## src/design/sli_pkg.sv

```systemverilog
// Shared types and constants of the sorted list block.
// No dependencies.
package sli_pkg;

  localparam int unsigned DEPTH_DEFAULT = 16;
  localparam int unsigned DATA_W        = 32;
  localparam int unsigned POS_W         = 5;
  localparam int unsigned HELD_W        = 5;

  typedef enum logic [1:0] {
    FUNC_INSERT = 2'd0,
    FUNC_REMOVE = 2'd1,
    FUNC_DUMP   = 2'd2
  } func_e;

  typedef enum logic [1:0] {
    ST_OK     = 2'd0,
    ST_FULL   = 2'd1,
    ST_BADPOS = 2'd2,
    ST_EMPTY  = 2'd3
  } status_e;

endpackage

```

## src/design/sli_if.sv

```systemverilog
// Valid/ready channels of the sorted list block: command in, result out.
// Depends on sli_pkg.
interface sli_in_if;
  logic                              valid;
  logic                              ready;
  logic [1:0]                        func;
  logic signed [sli_pkg::DATA_W-1:0] value;
  logic [sli_pkg::POS_W-1:0]         position;

  modport source (output valid, func, value, position, input ready);
  modport sink   (input valid, func, value, position, output ready);
endinterface

interface sli_out_if;
  logic                              valid;
  logic                              ready;
  logic [1:0]                        status;
  logic signed [sli_pkg::DATA_W-1:0] element;
  logic [sli_pkg::HELD_W-1:0]        held;
  logic                              last;

  modport source (output valid, status, element, held, last, input ready);
  modport sink   (input valid, status, element, held, last, output ready);
endinterface

```

## src/design/sorted_list_insert_remove.sv

```systemverilog
// Sorted list: insert keeps ascending order, remove at 1-based position, dump.
// Single-port store with registered read and one shared compare. Insert shifts
// each entry above the new value up from the end; remove shifts the entries
// after the position down; dump emits each entry, waiting while the result
// channel is busy; full, bad position, empty answer directly. One item at a time.
// Reset clears the count and control; store contents are undefined until written.
module sorted_list_insert_remove #(
  parameter int unsigned DEPTH = sli_pkg::DEPTH_DEFAULT
) (
  input  logic      clk_i,
  input  logic      rst_ni,
  sli_in_if.sink    in_i,
  sli_out_if.source out_o
);

  localparam int unsigned AW = $clog2(DEPTH);
  localparam int unsigned IW = $clog2(DEPTH + 1);
  localparam int unsigned CW = (IW > sli_pkg::POS_W) ? IW : sli_pkg::POS_W;

  typedef enum logic [2:0] {
    S_IDLE,
    S_INS_RD,
    S_INS_CMP,
    S_REM_RD,
    S_REM_WR,
    S_DMP_RD,
    S_DMP_EMIT,
    S_RESP
  } state_e;

  state_e                            state_q;
  logic [IW-1:0]                     count_q;
  logic [IW-1:0]                     idx_q;
  logic signed [sli_pkg::DATA_W-1:0] val_q;
  sli_pkg::status_e                  status_q;

  logic                              out_valid_q;
  sli_pkg::status_e                  out_status_q;
  logic signed [sli_pkg::DATA_W-1:0] out_element_q;
  logic [sli_pkg::HELD_W-1:0]        out_held_q;
  logic                              out_last_q;

  logic signed [sli_pkg::DATA_W-1:0] store_q [DEPTH];
  logic signed [sli_pkg::DATA_W-1:0] rdata_q;

  logic                              mem_we;
  logic                              mem_re;
  logic [AW-1:0]                     mem_waddr;
  logic [AW-1:0]                     mem_raddr;
  logic signed [sli_pkg::DATA_W-1:0] mem_wdata;

  logic [IW-1:0] idx_inc;
  logic [IW-1:0] idx_dec;
  logic          greater;
  logic          rem_done;
  logic          out_free;
  logic          pos_bad;
  logic          dmp_last;

  assign idx_inc  = IW'(idx_q + 1'b1);
  assign idx_dec  = IW'(idx_q - 1'b1);
  assign greater  = rdata_q > val_q;
  assign rem_done = idx_inc >= count_q;
  assign out_free = !out_valid_q || out_o.ready;
  assign dmp_last = idx_inc == count_q;
  assign pos_bad  = (in_i.position == '0) || (CW'(in_i.position) > CW'(count_q));

  assign in_i.ready    = state_q == S_IDLE;
  assign out_o.valid   = out_valid_q;
  assign out_o.status  = out_status_q;
  assign out_o.element = out_element_q;
  assign out_o.held    = out_held_q;
  assign out_o.last    = out_last_q;

  always_comb begin
    mem_we    = 1'b0;
    mem_re    = 1'b0;
    mem_waddr = idx_q[AW-1:0];
    mem_raddr = idx_q[AW-1:0];
    mem_wdata = val_q;
    case (state_q)
      S_INS_RD: begin
        if (idx_q == '0) begin
          mem_we = 1'b1;
        end else begin
          mem_re    = 1'b1;
          mem_raddr = idx_dec[AW-1:0];
        end
      end
      S_INS_CMP: begin
        mem_we    = 1'b1;
        mem_wdata = greater ? rdata_q : val_q;
      end
      S_REM_RD: begin
        if (!rem_done) begin
          mem_re    = 1'b1;
          mem_raddr = idx_inc[AW-1:0];
        end
      end
      S_REM_WR: begin
        mem_we    = 1'b1;
        mem_wdata = rdata_q;
      end
      S_DMP_RD: mem_re = 1'b1;
      default: ;
    endcase
  end

  always_ff @(posedge clk_i) begin
    if (mem_we) begin
      store_q[mem_waddr] <= mem_wdata;
    end
    if (mem_re) begin
      rdata_q <= store_q[mem_raddr];
    end
  end

  always_ff @(posedge clk_i or negedge rst_ni) begin
    if (!rst_ni) begin
      state_q     <= S_IDLE;
      count_q     <= '0;
      out_valid_q <= 1'b0;
    end else begin
      if (out_valid_q && out_o.ready) begin
        out_valid_q <= 1'b0;
      end
      case (state_q)
        S_IDLE: begin
          if (in_i.valid) begin
            val_q <= in_i.value;
            case (in_i.func)
              sli_pkg::FUNC_INSERT: begin
                if (count_q == IW'(DEPTH)) begin
                  status_q <= sli_pkg::ST_FULL;
                  state_q  <= S_RESP;
                end else begin
                  idx_q   <= count_q;
                  state_q <= S_INS_RD;
                end
              end
              sli_pkg::FUNC_REMOVE: begin
                if (pos_bad) begin
                  status_q <= sli_pkg::ST_BADPOS;
                  state_q  <= S_RESP;
                end else begin
                  idx_q   <= IW'(in_i.position - 1'b1);
                  state_q <= S_REM_RD;
                end
              end
              sli_pkg::FUNC_DUMP: begin
                if (count_q == '0) begin
                  status_q <= sli_pkg::ST_EMPTY;
                  state_q  <= S_RESP;
                end else begin
                  idx_q   <= '0;
                  state_q <= S_DMP_RD;
                end
              end
              default: ;
            endcase
          end
        end
        S_INS_RD: begin
          if (idx_q == '0) begin
            count_q  <= IW'(count_q + 1'b1);
            status_q <= sli_pkg::ST_OK;
            state_q  <= S_RESP;
          end else begin
            state_q <= S_INS_CMP;
          end
        end
        S_INS_CMP: begin
          if (greater) begin
            idx_q   <= idx_dec;
            state_q <= S_INS_RD;
          end else begin
            count_q  <= IW'(count_q + 1'b1);
            status_q <= sli_pkg::ST_OK;
            state_q  <= S_RESP;
          end
        end
        S_REM_RD: begin
          if (rem_done) begin
            count_q  <= IW'(count_q - 1'b1);
            status_q <= sli_pkg::ST_OK;
            state_q  <= S_RESP;
          end else begin
            state_q <= S_REM_WR;
          end
        end
        S_REM_WR: begin
          idx_q   <= idx_inc;
          state_q <= S_REM_RD;
        end
        S_DMP_RD: state_q <= S_DMP_EMIT;
        S_DMP_EMIT: begin
          if (out_free) begin
            out_valid_q   <= 1'b1;
            out_status_q  <= sli_pkg::ST_OK;
            out_element_q <= rdata_q;
            out_held_q    <= sli_pkg::HELD_W'(count_q);
            out_last_q    <= dmp_last;
            idx_q         <= idx_inc;
            state_q       <= dmp_last ? S_IDLE : S_DMP_RD;
          end
        end
        S_RESP: begin
          if (out_free) begin
            out_valid_q   <= 1'b1;
            out_status_q  <= status_q;
            out_element_q <= '0;
            out_held_q    <= sli_pkg::HELD_W'(count_q);
            out_last_q    <= 1'b1;
            state_q       <= S_IDLE;
          end
        end
        default: state_q <= S_IDLE;
      endcase
    end
  end

endmodule

```

## src/flat_wrapper.sv

```systemverilog
// flat-port wrapper written by rule: the top's interface ports become plain ports
module sorted_list_insert_remove_flat 
#(
  parameter int unsigned DEPTH = sli_pkg::DEPTH_DEFAULT
)
  (clk_i, rst_ni, in_i_valid, in_i_func, in_i_value, in_i_position, in_i_ready, out_o_valid, out_o_status, out_o_element, out_o_held, out_o_last, out_o_ready);
  sli_in_if in_i_i ();
  sli_out_if out_o_i ();
  input  logic clk_i;
  input  logic rst_ni;
  input wire logic [$bits(in_i_i.valid)-1:0] in_i_valid;
  input wire logic [$bits(in_i_i.func)-1:0] in_i_func;
  input wire logic [$bits(in_i_i.value)-1:0] in_i_value;
  input wire logic [$bits(in_i_i.position)-1:0] in_i_position;
  output wire logic [$bits(in_i_i.ready)-1:0] in_i_ready;
  output wire logic [$bits(out_o_i.valid)-1:0] out_o_valid;
  output wire logic [$bits(out_o_i.status)-1:0] out_o_status;
  output wire logic [$bits(out_o_i.element)-1:0] out_o_element;
  output wire logic [$bits(out_o_i.held)-1:0] out_o_held;
  output wire logic [$bits(out_o_i.last)-1:0] out_o_last;
  input wire logic [$bits(out_o_i.ready)-1:0] out_o_ready;
  assign in_i_i.valid = in_i_valid;
  assign in_i_i.func = in_i_func;
  assign in_i_i.value = in_i_value;
  assign in_i_i.position = in_i_position;
  assign in_i_ready = in_i_i.ready;
  assign out_o_valid = out_o_i.valid;
  assign out_o_status = out_o_i.status;
  assign out_o_element = out_o_i.element;
  assign out_o_held = out_o_i.held;
  assign out_o_last = out_o_i.last;
  assign out_o_i.ready = out_o_ready;
  sorted_list_insert_remove #(.DEPTH(DEPTH)) u_core (.clk_i(clk_i), .rst_ni(rst_ni), .in_i(in_i_i), .out_o(out_o_i));
endmodule
```

## config.mk

```make
export PLATFORM = sky130hd
export DESIGN_NAME = sorted_list_insert_remove_flat
export DESIGN_NICKNAME = d
export VERILOG_FILES = /design/src/design/sli_pkg.sv /design/src/design/sli_if.sv /design/src/design/sorted_list_insert_remove.sv /design/src/flat_wrapper.sv
export SDC_FILE = /design/constraint.sdc
export NUM_CORES = 1
export LEC_CHECK = 0
export BUFFER_PORTS_ARGS = -buffer_cell sky130_fd_sc_hd__buf_2
export CORE_UTILIZATION = 60
export DETAILED_ROUTE_END_ITERATION = 12
export GPL_ROUTABILITY_DRIVEN = 1
export HOLD_SLACK_MARGIN = 0.06
export PLACE_DENSITY_LB_ADDON = 0.25
export SLEW_MARGIN = 20
export SYNTH_ARGS = -nofsm -noshare
export SYNTH_HDL_FRONTEND = slang
export SYNTH_SLANG_ARGS = --single-unit
export TNS_END_PERCENT = 20
```

## constraint.sdc

```tcl
create_clock -name clk_i -period 6.25 [get_ports clk_i]
set_clock_uncertainty 0.15 [all_clocks]
set_input_delay 0.625 -clock clk_i [delete_from_list [all_inputs] [get_ports clk_i]]
set_output_delay 0.625 -clock clk_i [all_outputs]
set_load 0.01 [all_outputs]
```

==> metrics <==
status=finished, final reports clean; number of flops mapped to enable cells by yosys=623; met2 Use GR=46.2%; number of distinct standard cells referenced by the synthesized netlist=68; Top Ports=85; final count of hold timing violations=0; antenna diode instance count=0; Die ar.=44700 um^2; Post-synth top flop=edfxtp_1; PnR Total Power=16.5 mW; via count=14300; synthesis warning total=0; Relative slew margins=31.1%; number of port buffers=84; number of optimization iterations in the first detailed-route pass=6; vias in the first global route=14300; critical-path cell list=nand3_1, xor2_1, inv_1, ha_1, nand2_1, o31a_2, o21a_4, o21a_4, xnor2_4, buf_12, mux4_1, a22oi_1, nand2_1; met1 routing resource usage after global routing=39.7%; Crit path largest cell delay=730 ps; Crit Path Category=register to register; worst reg2reg setup slack=1440 ps; worst reg2reg path endpoint=u_core.rdata_q[12]$_DFFE_PP_; clock sink total=632; number of clock buffers inserted by TritonCTS=60; row count=76; final core occ=68.8%; clock latency at the later pin of the worst-skew pair=620 ps; core region area=43200 um^2; Top Usage Layer GRT=met2; antenna-violating nets left=0; setup repair after global routing missed its margin=false; kind of path behind the tightest hold check=input pin to async pin; Post-CTS Repair Setup Buffers=0; half-perimeter wire length after placement=33800 um; die extent in y=211 um; Crit. End Element=register; number of fill cells in the layout=2701; Worst Path Max Fanout=38; data required time of the worst path=6450 ps; Netlist Area Pre-Place=26300 um^2; WL final=61800 um; count of placed standard cells in the final layout, fillers left out=2167; combinational fraction of design power=37.9%; last weighted congestion value of the routability-driven placer=0.860; count of final max-slew check failures=0; post-route minimum period=4810 ps; sequential share of the synthesized area=72.0%; detailed-route DRC error count=0; slew at the pin closest to its max-slew limit=1030 ps; Switching Share=33.9%; number of H-tree levels=2; fraction of registers with async set/reset=1.42%; total leakage power=10.1 nW; power density relative to cell area=554 nW/um^2; clock slew at the register clock pins of the worst setup and hold paths=60 ps; NetSw=5.57 mW; count of routing violations after the opening detailed-route iteration=1789; horizontal extent of the die=211 um; Clock Tree Root=clkbuf_16; average size of a mapped cell=18.9 um^2; final number of setup-violating endpoints=0; clock power share=22.7%; total global routing track utilization=28.4%; internal power of the cells=10.9 mW; beginning of the worst register-to-register path=u_core.idx_q[2]$_DFFE_PP_; total number of nets in the final design=1637; wire length of the first global-routing pass=90700 um; Net Count, Synth=1489; Slowest-stage cell, CP=edfxtp_1; Worst Setup Start Kind=register; Syn Inst Count=1389; placed cell count=2027; period utilization=76.9%; share of cells above drive strength 1=22.9%; final setup TNS=0 ps; GRT overflow=0; number of cells on the worst reg-to-reg path=13; maximum number of pins on one net before global-route repair=67; number of synthesized register bits=632; max cap viols=0; GRT met3 Usage=3.86%; endpoint arrival time on the critical path=5010 ps; maximum buffer depth of the clock tree=3; fraction of power consumed by sequential logic=39.4%; number of antenna violations at the first check in global routing=0; Avg WL per Cell=28.5 um; Max VDD drop=0.330 mV; CTS tree=done; routed via count divided by cell count=6.59; top achievable clock speed=208 MHz; effective utilization at floorplan=60.9%; area growth from synthesis to layout=13.0%
## cells in the final DEF, fill, tap and decap left out, drive strengths merged, types with 27 or more instances in the layout
cell	instances
a21oi	27
nor2	30
clkbuf	74
mux4	128
nand2	61
ha	56
a22oi	90
dlygate4sd3	33
o22ai	28
edfxtp	623
buf	120
and2	44
inv	57
## through the flow
| stage | worst slack, ps | hold slack (ps) | cell area, um^2 |
|---|---|---|---|
| after global routing | 1150 | 291 | 29700 |
| after global placement | 1680 | 359 | 27400 |
| after detailed placement | 1550 | 366 | 27400 |
| after CTS | 1480 | 252 | 29700 |
| after floorplan | 1320 | 179 | 26300 |
| final | 1440 | 261 | 29700 |
## cell type report
type	instances	area, um^2	share of cell area [%]
tap	585	732	2.46
clock inverter	33	439	1.48
sequential	632	18900	63.7
timing repair buffer	153	1080	3.65
clock buffer	74	1580	5.30
multi-input combinational	633	6740	22.7
inverter	57	214	0.720
## power by group through the flow
stage / Clock [mW] / Combinational [mW] / Sequential (mW)
2_1_floorplan: 0 / 4.75 / 6.37
3_3_place_gp: 0 / 6.00 / 6.53
3_5_place_dp: 0 / 6.17 / 6.56
4_1_cts: 3.78 / 6.23 / 6.48
5_1_grt: 3.93 / 6.70 / 6.52
6_report: 3.74 / 6.23 / 6.48
## cells in the mapped netlist (3+ instances only)
cell      number  area share, %
edfxtp_1     623             71
mux4_2       107            9.2
a22oi_1       90            2.6
nand2_1       61           0.87
ha_1          56            2.7
inv_1         56           0.80
and2_1        44            1.0
nor2_1        29           0.41
o22ai_1       28           0.67
a21oi_1       27           0.51
clkbuf_1      27           0.39
mux4_1        21            2.1
o221a_1       19           0.81
o21ai_0       16           0.30
buf_2         15           0.29
buf_12        10           0.76
nand3_1       10           0.19
buf_1          9           0.13
dfrtp_1        9           0.86
mux2_2         9           0.39
nand4_1        9           0.21
a21o_1         8           0.23
xor2_1         8           0.27
and3_1         6           0.14
nand2b_1       5           0.12
o221a_2        5           0.21
xnor2_1        5           0.17
a31oi_1        4          0.095
buf_6          4           0.17
nor3_1         4          0.076
nor4_1         4          0.095
o21ai_1        4          0.076
o221ai_1       4           0.13
a221oi_1       3           0.10
and4_1         3           0.10
mux2i_1        3           0.11
nor2b_1        3          0.071
nor4b_1        3           0.10
o211ai_1       3          0.086
o21a_1         3          0.086
## worst max-delay path, delay by kind of cell, from the launching register on
family,cells,cell delay (ps)
DFF,1,730
and+or+nand+nor,3,340
muxes,1,610
AOI/OAI and AO/OA,4,1090
adders and majority gates,1,310
xor gates and xnor gates,2,820
buffers and inverters,2,450
## kinds of logic (layout without fill, tap and decap cells)
logic type / count (synthesis) / count (layout) / share of synthesized area [%]
AND/OR/NAND/NOR: 191 / 191 / 3.79
flip-flops: 632 / 632 / 72.0
XOR/XNOR: 14 / 14 / 0.538
adder cells (fa/ha/maj): 57 / 57 / 2.74
AO/OA/AOI/OAI: 231 / 231 / 6.52
buffers and inverters: 124 / 317 / 2.63
multiplexers: 140 / 140 / 11.8
## routing by layer
layer	wire length (um)	part of all wire, %
met3	5300	8.6
met4	1910	3.1
met5	0	0
met2	30100	49
met1	24500	40
## sequential cells by signal, indices dropped and copies added, names as in the netlist, 2 cells and up
register,count
u_core.status_q,2
u_core.out_o.held,5
u_core.out_o.element,32
u_core.state_q,3
u_core.store_q,512
u_core.val_q,32
u_core.rdata_q,32
u_core.count_q,5
u_core.idx_q,5
u_core.out_o.status,2
## worst max path at each step
stage	start	end	cells after the start	slack, ps
floorplan	u_core.state_q[0]$_DFFE_PN0P_	u_core.val_q[0]$_DFFE_PP_	4	1320
global placement	u_core.idx_q[0]$_DFFE_PP_	u_core.rdata_q[13]$_DFFE_PP_	13	1680
detailed placement	u_core.idx_q[2]$_DFFE_PP_	u_core.rdata_q[12]$_DFFE_PP_	13	1550
CTS	u_core.idx_q[2]$_DFFE_PP_	u_core.rdata_q[12]$_DFFE_PP_	13	1480
global route	u_core.idx_q[2]$_DFFE_PP_	u_core.rdata_q[12]$_DFFE_PP_	13	1150
finish	u_core.idx_q[2]$_DFFE_PP_	u_core.rdata_q[12]$_DFFE_PP_	13	1440
## repair_timing
item                      CTS  global route
hold endpoints to repair   41             0
hold buffers               33             0
resized for setup           0             0
(Power assumes the default switching activity.)
